===== src/rtl/core/epa_pkg.sv =====
// ----------------------------------------------------------------------------
// epa_pkg
// Shared types, constants and modular helpers for the elliptic point adder.
// ----------------------------------------------------------------------------
package epa_pkg;

  localparam int unsigned FIELD_BITS = 32;
  localparam int unsigned CNT_W      = $clog2(FIELD_BITS);
  localparam int unsigned CFG_IDX_W  = 1;

  // Configuration register indexes.
  localparam logic [CFG_IDX_W-1:0] CFG_MODULUS = 1'b0;
  localparam logic [CFG_IDX_W-1:0] CFG_COEFF_A = 1'b1;

  // Reset values of the configuration registers.
  localparam logic [FIELD_BITS-1:0] MODULUS_RST = FIELD_BITS'(31);
  localparam logic [FIELD_BITS-1:0] COEFF_A_RST = FIELD_BITS'(2);

  // Result status codes.
  localparam logic [1:0] ST_FINITE   = 2'd0;
  localparam logic [1:0] ST_INFINITY = 2'd1;
  localparam logic [1:0] ST_NOINV    = 2'd2;
  localparam logic [1:0] ST_RANGE    = 2'd3;

  typedef struct packed {
    logic [31:0] first_x;
    logic [31:0] first_y;
    logic [31:0] second_x;
    logic [31:0] second_y;
  } point_pair_t;

  typedef struct packed {
    logic [31:0] sum_x;
    logic [31:0] sum_y;
    logic [1:0]  add_status;
  } point_sum_t;

  // Datapath operations issued by the controller.
  typedef enum logic [4:0] {
    OP_NONE,
    OP_LOAD,
    OP_CHORD,
    OP_START_RED,
    OP_SAVE_A,
    OP_START_SQ,
    OP_TRIPLE1,
    OP_TRIPLE2,
    OP_ADD_A,
    OP_INV_INIT,
    OP_START_DIV,
    OP_START_QT,
    OP_INV_STEP,
    OP_START_LAM,
    OP_LAM_SAVE,
    OP_START_LL,
    OP_X3_A,
    OP_X3_B,
    OP_T_CALC,
    OP_START_LY,
    OP_Y3,
    OP_FIN
  } op_e;

  typedef enum logic [4:0] {
    S_IDLE,
    S_CHECK,
    S_CHORD,
    S_RED_S,
    S_RED_W,
    S_SQ_S,
    S_SQ_W,
    S_TRI2,
    S_ADDA,
    S_INV_INIT,
    S_INV_TEST,
    S_DIV_W,
    S_QT_W,
    S_LAM_S,
    S_LAM_W,
    S_LL_S,
    S_LL_W,
    S_X3B,
    S_TCALC,
    S_LY_S,
    S_LY_W,
    S_FIN_OK,
    S_DONE
  } state_e;

  typedef struct packed {
    op_e        op;
    logic [1:0] status;
  } cmd_t;

  typedef struct packed {
    logic range_bad;
    logic is_neg;
    logic is_equal;
    logic unit_run;
    logic r1_zero;
    logic r0_one;
  } dp_status_t;

  // (a + b) mod p for b < p and a < p, written as in the arithmetic spec.
  function automatic logic [FIELD_BITS-1:0] mod_add(input logic [FIELD_BITS-1:0] a,
                                                    input logic [FIELD_BITS-1:0] b,
                                                    input logic [FIELD_BITS-1:0] p);
    logic [FIELD_BITS:0] room;
    logic [FIELD_BITS:0] s;
    room = {1'b0, p} - {1'b0, b};
    if ({1'b0, a} >= room) begin
      s = {1'b0, a} - room;
    end else begin
      s = {1'b0, a} + {1'b0, b};
    end
    return s[FIELD_BITS-1:0];
  endfunction

  // (a - b) mod p for a, b < p.
  function automatic logic [FIELD_BITS-1:0] mod_sub(input logic [FIELD_BITS-1:0] a,
                                                    input logic [FIELD_BITS-1:0] b,
                                                    input logic [FIELD_BITS-1:0] p);
    logic [FIELD_BITS-1:0] r;
    if (a >= b) begin
      r = a - b;
    end else begin
      r = a + (p - b);
    end
    return r;
  endfunction

endpackage


===== src/rtl/core/epa_dp.sv =====
// ----------------------------------------------------------------------------
// epa_dp
// Datapath: operand and configuration registers, a bit-serial modular
// multiplier and a restoring divider sharing one step counter.
// ----------------------------------------------------------------------------
module epa_dp (
  input  logic                               clk_i,
  input  logic                               rst_ni,
  input  logic                               cfg_we_i,
  input  logic [epa_pkg::CFG_IDX_W-1:0]      cfg_idx_i,
  input  logic [epa_pkg::FIELD_BITS-1:0]     cfg_wdata_i,
  input  epa_pkg::point_pair_t               op_i,
  input  epa_pkg::cmd_t                      cmd_i,
  output epa_pkg::dp_status_t                sts_o,
  output epa_pkg::point_sum_t                res_o
);
  import epa_pkg::*;

  localparam int unsigned W = FIELD_BITS;

  logic [W-1:0] mod_cfg_q, coa_cfg_q;
  logic [W-1:0] p_q, x1_q, y1_q, x2_q, y2_q;
  logic [W-1:0] car_q, num_q, den_q, x3_q, y3_q;
  logic [W-1:0] r0_q, r1_q, t0_q, t1_q;
  logic [W-1:0] ma_q, mb_q, acc_q, dq_q, rem_q;
  logic         run_q, div_q;
  logic [CNT_W-1:0] cnt_q;
  point_sum_t   res_q;

  logic [W-1:0] dbl, acc_step, qm;
  logic [W:0]   rem_sh;
  logic         ge;

  // Configuration registers.
  always_ff @(posedge clk_i or negedge rst_ni) begin
    if (!rst_ni) begin
      mod_cfg_q <= MODULUS_RST;
      coa_cfg_q <= COEFF_A_RST;
    end else if (cfg_we_i) begin
      if (cfg_idx_i == CFG_MODULUS) begin
        mod_cfg_q <= cfg_wdata_i;
      end else begin
        coa_cfg_q <= cfg_wdata_i;
      end
    end
  end

  // One step of the serial units.
  always_comb begin
    dbl      = mod_add(acc_q, acc_q, p_q);
    acc_step = mb_q[W-1] ? mod_add(dbl, ma_q, p_q) : dbl;
    rem_sh   = {rem_q, dq_q[W-1]};
    ge       = (rem_sh >= {1'b0, r1_q});
    qm       = (dq_q == p_q) ? '0 : dq_q;
  end

  // Step counter and run flag.
  always_ff @(posedge clk_i or negedge rst_ni) begin
    if (!rst_ni) begin
      run_q <= 1'b0;
      div_q <= 1'b0;
      cnt_q <= '0;
    end else begin
      unique case (cmd_i.op)
        OP_START_RED, OP_START_SQ, OP_START_QT, OP_START_LAM, OP_START_LL,
        OP_START_LY: begin
          run_q <= 1'b1;
          div_q <= 1'b0;
          cnt_q <= CNT_W'(W - 1);
        end
        OP_START_DIV: begin
          run_q <= 1'b1;
          div_q <= 1'b1;
          cnt_q <= CNT_W'(W - 1);
        end
        default: begin
          if (run_q) begin
            cnt_q <= cnt_q - 1'b1;
            if (cnt_q == '0) begin
              run_q <= 1'b0;
            end
          end
        end
      endcase
    end
  end

  // Serial unit operands.
  always_ff @(posedge clk_i) begin
    case (cmd_i.op)
      OP_START_RED: begin ma_q <= W'(1); mb_q <= coa_cfg_q; acc_q <= '0; end
      OP_START_SQ:  begin ma_q <= x1_q;  mb_q <= x1_q;      acc_q <= '0; end
      OP_START_QT:  begin ma_q <= qm;    mb_q <= t1_q;      acc_q <= '0; end
      OP_START_LAM: begin ma_q <= num_q; mb_q <= t0_q;      acc_q <= '0; end
      OP_START_LL:  begin ma_q <= num_q; mb_q <= num_q;     acc_q <= '0; end
      OP_START_LY:  begin ma_q <= num_q; mb_q <= car_q;     acc_q <= '0; end
      OP_START_DIV: begin dq_q <= r0_q;  rem_q <= '0; end
      default: begin
        if (run_q && !div_q) begin
          acc_q <= acc_step;
          mb_q  <= {mb_q[W-2:0], 1'b0};
        end
        if (run_q && div_q) begin
          rem_q <= ge ? W'(rem_sh - {1'b0, r1_q}) : rem_sh[W-1:0];
          dq_q  <= {dq_q[W-2:0], ge};
        end
      end
    endcase
  end

  // Field registers written by the non-serial operations.
  always_ff @(posedge clk_i) begin
    case (cmd_i.op)
      OP_LOAD: begin
        p_q  <= mod_cfg_q;
        x1_q <= op_i.first_x;
        y1_q <= op_i.first_y;
        x2_q <= op_i.second_x;
        y2_q <= op_i.second_y;
      end
      OP_CHORD: begin
        num_q <= mod_sub(y2_q, y1_q, p_q);
        den_q <= mod_sub(x2_q, x1_q, p_q);
      end
      OP_SAVE_A:  car_q <= acc_q;
      OP_TRIPLE1: num_q <= mod_add(acc_q, acc_q, p_q);
      OP_TRIPLE2: num_q <= mod_add(num_q, acc_q, p_q);
      OP_ADD_A: begin
        num_q <= mod_add(num_q, car_q, p_q);
        den_q <= mod_add(y1_q, y1_q, p_q);
      end
      OP_INV_INIT: begin
        r0_q <= p_q;
        r1_q <= den_q;
        t0_q <= '0;
        t1_q <= W'(1);
      end
      OP_INV_STEP: begin
        r0_q <= r1_q;
        r1_q <= rem_q;
        t0_q <= t1_q;
        t1_q <= mod_sub(t0_q, acc_q, p_q);
      end
      OP_LAM_SAVE: num_q <= acc_q;
      OP_X3_A:     x3_q  <= mod_sub(acc_q, x1_q, p_q);
      OP_X3_B:     x3_q  <= mod_sub(x3_q, x2_q, p_q);
      OP_T_CALC:   car_q <= mod_sub(x1_q, x3_q, p_q);
      OP_Y3:       y3_q  <= mod_sub(acc_q, y1_q, p_q);
      OP_FIN: begin
        res_q.add_status <= cmd_i.status;
        res_q.sum_x      <= (cmd_i.status == ST_FINITE) ? x3_q : '0;
        res_q.sum_y      <= (cmd_i.status == ST_FINITE) ? y3_q : '0;
      end
      default: ;
    endcase
  end

  // Status toward the controller.
  always_comb begin
    sts_o.range_bad = (p_q < W'(3)) || (x1_q >= p_q) || (y1_q >= p_q) ||
                      (x2_q >= p_q) || (y2_q >= p_q);
    sts_o.is_equal  = (x1_q == x2_q) && (y1_q == y2_q);
    sts_o.is_neg    = (x1_q == x2_q) && (y1_q == mod_sub('0, y2_q, p_q));
    sts_o.unit_run  = run_q;
    sts_o.r1_zero   = (r1_q == '0);
    sts_o.r0_one    = (r0_q == W'(1));
  end

  assign res_o = res_q;

endmodule


===== src/rtl/core/epa_ctrl.sv =====
// ----------------------------------------------------------------------------
// epa_ctrl
// Controller: sequences the point addition over the datapath operations.
// ----------------------------------------------------------------------------
module epa_ctrl (
  input  logic                 clk_i,
  input  logic                 rst_ni,
  input  logic                 start_i,
  input  epa_pkg::dp_status_t  sts_i,
  output epa_pkg::cmd_t        cmd_o,
  output logic                 busy_o,
  output logic                 done_o
);
  import epa_pkg::*;

  state_e state_q, state_d;

  // State register.
  always_ff @(posedge clk_i or negedge rst_ni) begin
    if (!rst_ni) begin
      state_q <= S_IDLE;
    end else begin
      state_q <= state_d;
    end
  end

  // Next state.
  always_comb begin
    state_d = state_q;
    unique case (state_q)
      S_IDLE:     if (start_i) state_d = S_CHECK;
      S_CHECK: begin
        if (sts_i.range_bad || sts_i.is_neg) begin
          state_d = S_DONE;
        end else if (sts_i.is_equal) begin
          state_d = S_RED_S;
        end else begin
          state_d = S_CHORD;
        end
      end
      S_CHORD:    state_d = S_INV_INIT;
      S_RED_S:    state_d = S_RED_W;
      S_RED_W:    if (!sts_i.unit_run) state_d = S_SQ_S;
      S_SQ_S:     state_d = S_SQ_W;
      S_SQ_W:     if (!sts_i.unit_run) state_d = S_TRI2;
      S_TRI2:     state_d = S_ADDA;
      S_ADDA:     state_d = S_INV_INIT;
      S_INV_INIT: state_d = S_INV_TEST;
      S_INV_TEST: begin
        if (!sts_i.r1_zero) begin
          state_d = S_DIV_W;
        end else if (sts_i.r0_one) begin
          state_d = S_LAM_S;
        end else begin
          state_d = S_DONE;
        end
      end
      S_DIV_W:    if (!sts_i.unit_run) state_d = S_QT_W;
      S_QT_W:     if (!sts_i.unit_run) state_d = S_INV_TEST;
      S_LAM_S:    state_d = S_LAM_W;
      S_LAM_W:    if (!sts_i.unit_run) state_d = S_LL_S;
      S_LL_S:     state_d = S_LL_W;
      S_LL_W:     if (!sts_i.unit_run) state_d = S_X3B;
      S_X3B:      state_d = S_TCALC;
      S_TCALC:    state_d = S_LY_S;
      S_LY_S:     state_d = S_LY_W;
      S_LY_W:     if (!sts_i.unit_run) state_d = S_FIN_OK;
      S_FIN_OK:   state_d = S_DONE;
      S_DONE:     state_d = S_IDLE;
      default:    state_d = S_IDLE;
    endcase
  end

  // Commands and strobes.
  always_comb begin
    cmd_o.op     = OP_NONE;
    cmd_o.status = ST_FINITE;
    busy_o       = (state_q != S_IDLE);
    done_o       = (state_q == S_DONE);
    unique case (state_q)
      S_IDLE:     if (start_i) cmd_o.op = OP_LOAD;
      S_CHECK: begin
        if (sts_i.range_bad) begin
          cmd_o.op     = OP_FIN;
          cmd_o.status = ST_RANGE;
        end else if (sts_i.is_neg) begin
          cmd_o.op     = OP_FIN;
          cmd_o.status = ST_INFINITY;
        end
      end
      S_CHORD:    cmd_o.op = OP_CHORD;
      S_RED_S:    cmd_o.op = OP_START_RED;
      S_RED_W:    if (!sts_i.unit_run) cmd_o.op = OP_SAVE_A;
      S_SQ_S:     cmd_o.op = OP_START_SQ;
      S_SQ_W:     if (!sts_i.unit_run) cmd_o.op = OP_TRIPLE1;
      S_TRI2:     cmd_o.op = OP_TRIPLE2;
      S_ADDA:     cmd_o.op = OP_ADD_A;
      S_INV_INIT: cmd_o.op = OP_INV_INIT;
      S_INV_TEST: begin
        if (!sts_i.r1_zero) begin
          cmd_o.op = OP_START_DIV;
        end else if (!sts_i.r0_one) begin
          cmd_o.op     = OP_FIN;
          cmd_o.status = ST_NOINV;
        end
      end
      S_DIV_W:    if (!sts_i.unit_run) cmd_o.op = OP_START_QT;
      S_QT_W:     if (!sts_i.unit_run) cmd_o.op = OP_INV_STEP;
      S_LAM_S:    cmd_o.op = OP_START_LAM;
      S_LAM_W:    if (!sts_i.unit_run) cmd_o.op = OP_LAM_SAVE;
      S_LL_S:     cmd_o.op = OP_START_LL;
      S_LL_W:     if (!sts_i.unit_run) cmd_o.op = OP_X3_A;
      S_X3B:      cmd_o.op = OP_X3_B;
      S_TCALC:    cmd_o.op = OP_T_CALC;
      S_LY_S:     cmd_o.op = OP_START_LY;
      S_LY_W:     if (!sts_i.unit_run) cmd_o.op = OP_Y3;
      S_FIN_OK: begin
        cmd_o.op     = OP_FIN;
        cmd_o.status = ST_FINITE;
      end
      S_DONE:     cmd_o.op = OP_NONE;
      default:    cmd_o.op = OP_NONE;
    endcase
  end

  // An accepted request always leads to the operand check.
  assert property (@(posedge clk_i) disable iff (!rst_ni)
    (start_i && !busy_o) |=> (state_q == S_CHECK))
    else $error("accepted request did not reach the check state");

  // The result strobe is one cycle wide and frees the block.
  assert property (@(posedge clk_i) disable iff (!rst_ni)
    done_o |=> (!done_o && !busy_o))
    else $error("result strobe not followed by idle");

  // A result is only reported after the result register was written.
  assert property (@(posedge clk_i) disable iff (!rst_ni)
    $rose(done_o) |-> ($past(cmd_o.op) == OP_FIN))
    else $error("result strobe without a final write");

endmodule


===== src/rtl/core/elliptic_point_add_core.sv =====
// ----------------------------------------------------------------------------
// elliptic_point_add_core
// Affine point addition over a prime field with a serial multiplier and an
// iterative Euclidean inverse.
// ----------------------------------------------------------------------------
//  Channel   Ports                                    Handshake
//  request   start, busy, op_i                        start && !busy
//  result    done_o, res_o                            done_o, one cycle
//  config    cfg_we_i, cfg_idx_i, cfg_wdata_i         cfg_we_i
//
// Out-of-range and infinity cases go from the check state straight to the
// result strobe. A finite sum first runs the Euclidean inverse (at most about
// 46 steps for 32 bits); each step is a serial division and then a serial
// multiplication by the quotient, each started and then waited on in turn.
// Doubling first adds a reduction of the coefficient a and a squaring. Reset
// clears the controller and loads the configuration register reset values.
// The result strobe cannot be held off; a new request is taken after it.
// ----------------------------------------------------------------------------
module elliptic_point_add_core (
  input  logic                               clk_i,
  input  logic                               rst_ni,
  input  logic                               start,
  output logic                               busy,
  input  epa_pkg::point_pair_t               op_i,
  output logic                               done_o,
  output epa_pkg::point_sum_t                res_o,
  input  logic                               cfg_we_i,
  input  logic [epa_pkg::CFG_IDX_W-1:0]      cfg_idx_i,
  input  logic [epa_pkg::FIELD_BITS-1:0]     cfg_wdata_i
);
  import epa_pkg::*;

  cmd_t       cmd;
  dp_status_t sts;

  // Sequencer.
  epa_ctrl u_ctrl (
    .clk_i   (clk_i),
    .rst_ni  (rst_ni),
    .start_i (start),
    .sts_i   (sts),
    .cmd_o   (cmd),
    .busy_o  (busy),
    .done_o  (done_o)
  );

  // Arithmetic.
  epa_dp u_dp (
    .clk_i       (clk_i),
    .rst_ni      (rst_ni),
    .cfg_we_i    (cfg_we_i),
    .cfg_idx_i   (cfg_idx_i),
    .cfg_wdata_i (cfg_wdata_i),
    .op_i        (op_i),
    .cmd_i       (cmd),
    .sts_o       (sts),
    .res_o       (res_o)
  );

endmodule

===== config.mk =====
export PLATFORM = sky130hd
export DESIGN_NAME = elliptic_point_add_core
export DESIGN_NICKNAME = d
export VERILOG_FILES = /design/src/rtl/core/epa_pkg.sv /design/src/rtl/core/epa_dp.sv /design/src/rtl/core/epa_ctrl.sv /design/src/rtl/core/elliptic_point_add_core.sv
export SDC_FILE = /design/constraint.sdc
export NUM_CORES = 2
export LEC_CHECK = 0
export ABC_AREA = 1
export ABC_CLOCK_PERIOD_IN_PS = 9600
export BUFFER_PORTS_ARGS = -buffer_cell sky130_fd_sc_hd__buf_2
export CORE_AREA = 2 2 434 436
export DETAILED_ROUTE_END_ITERATION = 7
export DIE_AREA = 0 0 436 438
export GPL_TIMING_DRIVEN = 1
export HOLD_SLACK_MARGIN = 0.12
export PLACE_DENSITY_LB_ADDON = 0.08
export SYNTH_ARGS = -nofsm -noshare
export SYNTH_HDL_FRONTEND = slang
export SYNTH_SLANG_ARGS = --single-unit

===== constraint.sdc =====
create_clock -name clk_i -period 9.6 [get_ports clk_i]
set_input_delay 0 -clock clk_i [delete_from_list [all_inputs] [get_ports clk_i]]
set_output_delay 0 -clock clk_i [all_outputs]
set_load 0.02 [all_outputs]

==> metrics.txt <==
# TYPE chip_impl_metric gauge
chip_impl_info{name="status",value="finished with violations"} 1
chip_impl_info{name="violations",value="max-capacitance violations, max-slew violations, negative setup slack"} 1
chip_impl_metric{name="synth.ff_latch_count",unit=""} 750
chip_impl_metric{name="report.final.slew_viol_count",unit=""} 2
chip_impl_info{name="most_common_library_cell_in_the_layout_ignoring_fill_and_taps",value="nand2_1"} 1
chip_impl_metric{name="multi_input_comb_area",unit="mm²"} 0.0563
chip_impl_metric{name="antenna_found_initial",unit=""} 48
chip_impl_metric{name="smallest_hold_slack",unit="ns"} 0.162
chip_impl_metric{name="cp.buffers_inverters",unit=""} 16
chip_impl_metric{name="dieWidth",unit="µm"} 436
chip_impl_info{name="worst_hold_path_type",value="input port to flop"} 1
chip_impl_metric{name="finalNetCount",unit=""} 13857
chip_impl_metric{name="grt_start_max_net_pins",unit=""} 119
chip_impl_metric{name="detailed_route_drc_error_count",unit=""} 0
chip_impl_info{name="cts_tree",value="built"} 1
chip_impl_metric{name="layout_worst_path_cycle_share",unit=""} 1.04
chip_impl_info{name="slowest_stage_cell_cp",value="edfxtp_1"} 1
chip_impl_metric{name="synth-edff-count",unit=""} 674
chip_impl_metric{name="drt-wirelength-per-cell",unit="µm"} 30.2
chip_impl_metric{name="drive_gt1_frac",unit=""} 0.139
chip_impl_metric{name="start_util",unit=""} 0.447
chip_impl_metric{name="drt_wl_total",unit="mm"} 459
chip_impl_info{name="critPathMostFrequentCell",value="nand2_2"} 1
chip_impl_metric{name="preCtsSetupSlack",unit="ns"} -0.969
chip_impl_metric{name="viasPerCell",unit=""} 6.11
chip_impl_metric{name="clk_latency",unit="ns"} 0.79
chip_impl_metric{name="hold_viol_final",unit=""} 0
chip_impl_info{name="critical_path_class",value="flop to flop"} 1
chip_impl_info{name="synth_top_cell_by_area",value="edfxtp_1"} 1
chip_impl_metric{name="crit_path_max_incr_delay",unit="ns"} 0.43
chip_impl_metric{name="instances_no_fill",unit=""} 15213
chip_impl_info{name="path_delay_family",value="simple AND/OR/NAND/NOR gates"} 1
chip_impl_metric{name="detailed_place_hpwl",unit="mm"} 365
chip_impl_metric{name="worst_slew_margin",unit=""} -0.0126
chip_impl_metric{name="clock.fmax",unit="GHz"} 0.0997
chip_impl_metric{name="core.rowCount",unit=""} 159
chip_impl_metric{name="period_minus_slack",unit="ns"} 10.03
chip_impl_metric{name="io_pins",unit=""} 233
chip_impl_metric{name="maximum_level_of_the_cts_h_tree",unit=""} 3
chip_impl_metric{name="netlist_area",unit="mm²"} 0.0834
chip_impl_metric{name="grt_overflow",unit=""} 0
chip_impl_metric{name="critical_path_required",unit="ns"} 10.09
chip_impl_metric{name="drt-initial-drc-count",unit=""} 12844
chip_impl_metric{name="final-seq-area",unit="mm²"} 0.0221
chip_impl_metric{name="clock_buffer_depth",unit=""} 3
chip_impl_metric{name="via_count",unit=""} 92901
chip_impl_metric{name="syn_inst",unit=""} 11274
chip_impl_info{name="synth_top_cells_by_area",value="edfxtp_1, ha_1, nand2_1"} 1
chip_impl_metric{name="synth_fp_nets",unit=""} 12539
chip_impl_metric{name="number_of_maximum_capacitance_constraint_violations",unit=""} 1
chip_impl_metric{name="floorplan.core_area",unit="mm²"} 0.187
chip_impl_metric{name="grt_pass1_wl",unit="mm"} 626
chip_impl_metric{name="cts.sinks",unit=""} 750
chip_impl_metric{name="clkTransAtPathRegs",unit="ns"} 0.07
chip_impl_metric{name="dpl.cell_count",unit=""} 14599
chip_impl_info{name="start_kind",value="flop"} 1
chip_impl_metric{name="grtUsageTotal",unit=""} 0.461
chip_impl_metric{name="synth_top_cell_area_share",unit=""} 0.243
chip_impl_metric{name="synth.lib_cells_used.distinct",unit=""} 75
chip_impl_metric{name="worst_slack",unit="ns"} -0.426
chip_impl_metric{name="critical_path.max_fanout",unit=""} 6
chip_impl_info{name="cts.root.buffer_cell",value="clkbuf_16"} 1
chip_impl_metric{name="setup_viol",unit=""} 32
chip_impl_info{name="most-common-layout-cells",value="nand2_1, inv_1, a21oi_1, ha_1, o21ai_0"} 1
chip_impl_metric{name="cts_made_buffers",unit=""} 92
chip_impl_metric{name="gp_routability_congestion",unit=""} 1.14
chip_impl_metric{name="ys_warnings",unit=""} 0
chip_impl_metric{name="layout.filler_cells",unit=""} 17836
chip_impl_info{name="synthFlopType",value="edfxtp_1"} 1
chip_impl_metric{name="largest_reg_flops",unit=""} 66
chip_impl_metric{name="synth_area_per_cell",unit="µm²"} 7.40
chip_impl_info{name="rsz_0062_raised_after_global_routing",value="yes"} 1
chip_impl_metric{name="sequential_fraction_of_the_synthesis_area",unit=""} 0.265
chip_impl_metric{name="numPortBuffers",unit=""} 232
chip_impl_metric{name="synthToLayoutAreaGrowth",unit="%"} 21.9
chip_impl_metric{name="design.die.area",unit="mm²"} 0.191
chip_impl_metric{name="grt_pass1_vias",unit=""} 85469
chip_impl_info{name="cp-end-kind",value="flop"} 1
chip_impl_metric{name="clk_skew",unit="ns"} 0.0388
chip_impl_metric{name="die_height",unit="µm"} 438
chip_impl_metric{name="synth-async-reset-ratio",unit=""} 0.101
chip_impl_metric{name="drtAntennaViolNets",unit=""} 0
chip_impl_metric{name="data_arrival_at_the_endpoint_of_the_critical_path",unit="ns"} 10.51
chip_impl_metric{name="tightestPinTransition",unit="ns"} 1.50
chip_impl_metric{name="firstDrtPassIters",unit=""} 7
chip_impl_metric{name="finish.utilization",unit=""} 0.545
## cell families after synthesis
family	share of synthesized area
adder cells (fa/ha/maj)	0.175
multiplexers	0.00196
AND/OR/NAND/NOR	0.211
flip-flops	0.265
XOR/XNOR	0.0767
buffers and inverters	0.0799
AO/OA/AOI/OAI	0.190
## worst reg2reg max path, delay by kind of cell, from the launching register on
kind	cells	cell delay, ns
buf+inv	16	1.98
simple gates	26	2.90
fa+ha+maj	6	1.68
xor+xnor	3	0.62
flops	1	0.43
compound gates	16	2.14
## final timing paths
path,start,endpoint,slack (ns),depth (start not counted)
worst min register to register,u_dp.mod_cfg_q[29],u_dp.p_q[29],0.45,0
worst max-delay path,u_dp.p_q[0],u_dp.acc_q[26],-0.43,67
worst min-delay path,cfg_wdata_i[31],u_dp.coa_cfg_q[31],0.16,4
worst max register to register,u_dp.p_q[0],u_dp.acc_q[26],-0.43,67
min in group asynchronous,rst_ni,u_dp.mod_cfg_q[2],0.36,3
max in group asynchronous,rst_ni,u_ctrl.state_q[4],8.82,4
## Yosys cell counts, types with 154 or more instances
cell / count
nand2_1: 2278
inv_1: 1517
a21oi_1: 1141
ha_1: 985
o21ai_0: 967
nor2_1: 785
edfxtp_1: 674
xor2_1: 461
nand3_1: 456
xnor2_1: 270
nand4_1: 166
clkbuf_1: 154
## metal layers
layer	global-route usage	routed length (µm)	up-vias
li1	-	-	41513
met1	0.582	175000	43957
met2	0.647	182000	6103
met3	0.157	60100	1310
met4	0.348	41400	18
met5	0	125	-
## repair_timing
item                       in CTS  in global routing
resized for setup             163                161
hold endpoints to repair      271                  0
setup endpoints to repair      25                 49
buffers inserted               56                 30
pin swaps                     109                134
hold buffers                  313                  0
gates cloned                    3                  0
## stage by stage
stage	instance area [µm²]	setup TNS [ns]
floorplan	83800	0
global placement	93400	-13.09
detailed placement	93400	-15.31
CTS	101000	-2.46
global route	102000	-19.82
finish	102000	-7.45
## final cells by class
type | instances | area share
timing repair buffer | 1427 | 0.110
tap | 2495 | 0.0307
clock inverter | 64 | 0.00626
multi-input combinational | 8788 | 0.554
clock buffer | 108 | 0.0235
inverter | 1532 | 0.0568
sequential | 750 | 0.218
timing repair inverter | 1 | 0.000111
antenna | 48 | 0.00118
Power is not shown: default switching activity piles up to over one toggle a cycle in this logic, so the estimate is an artifact.
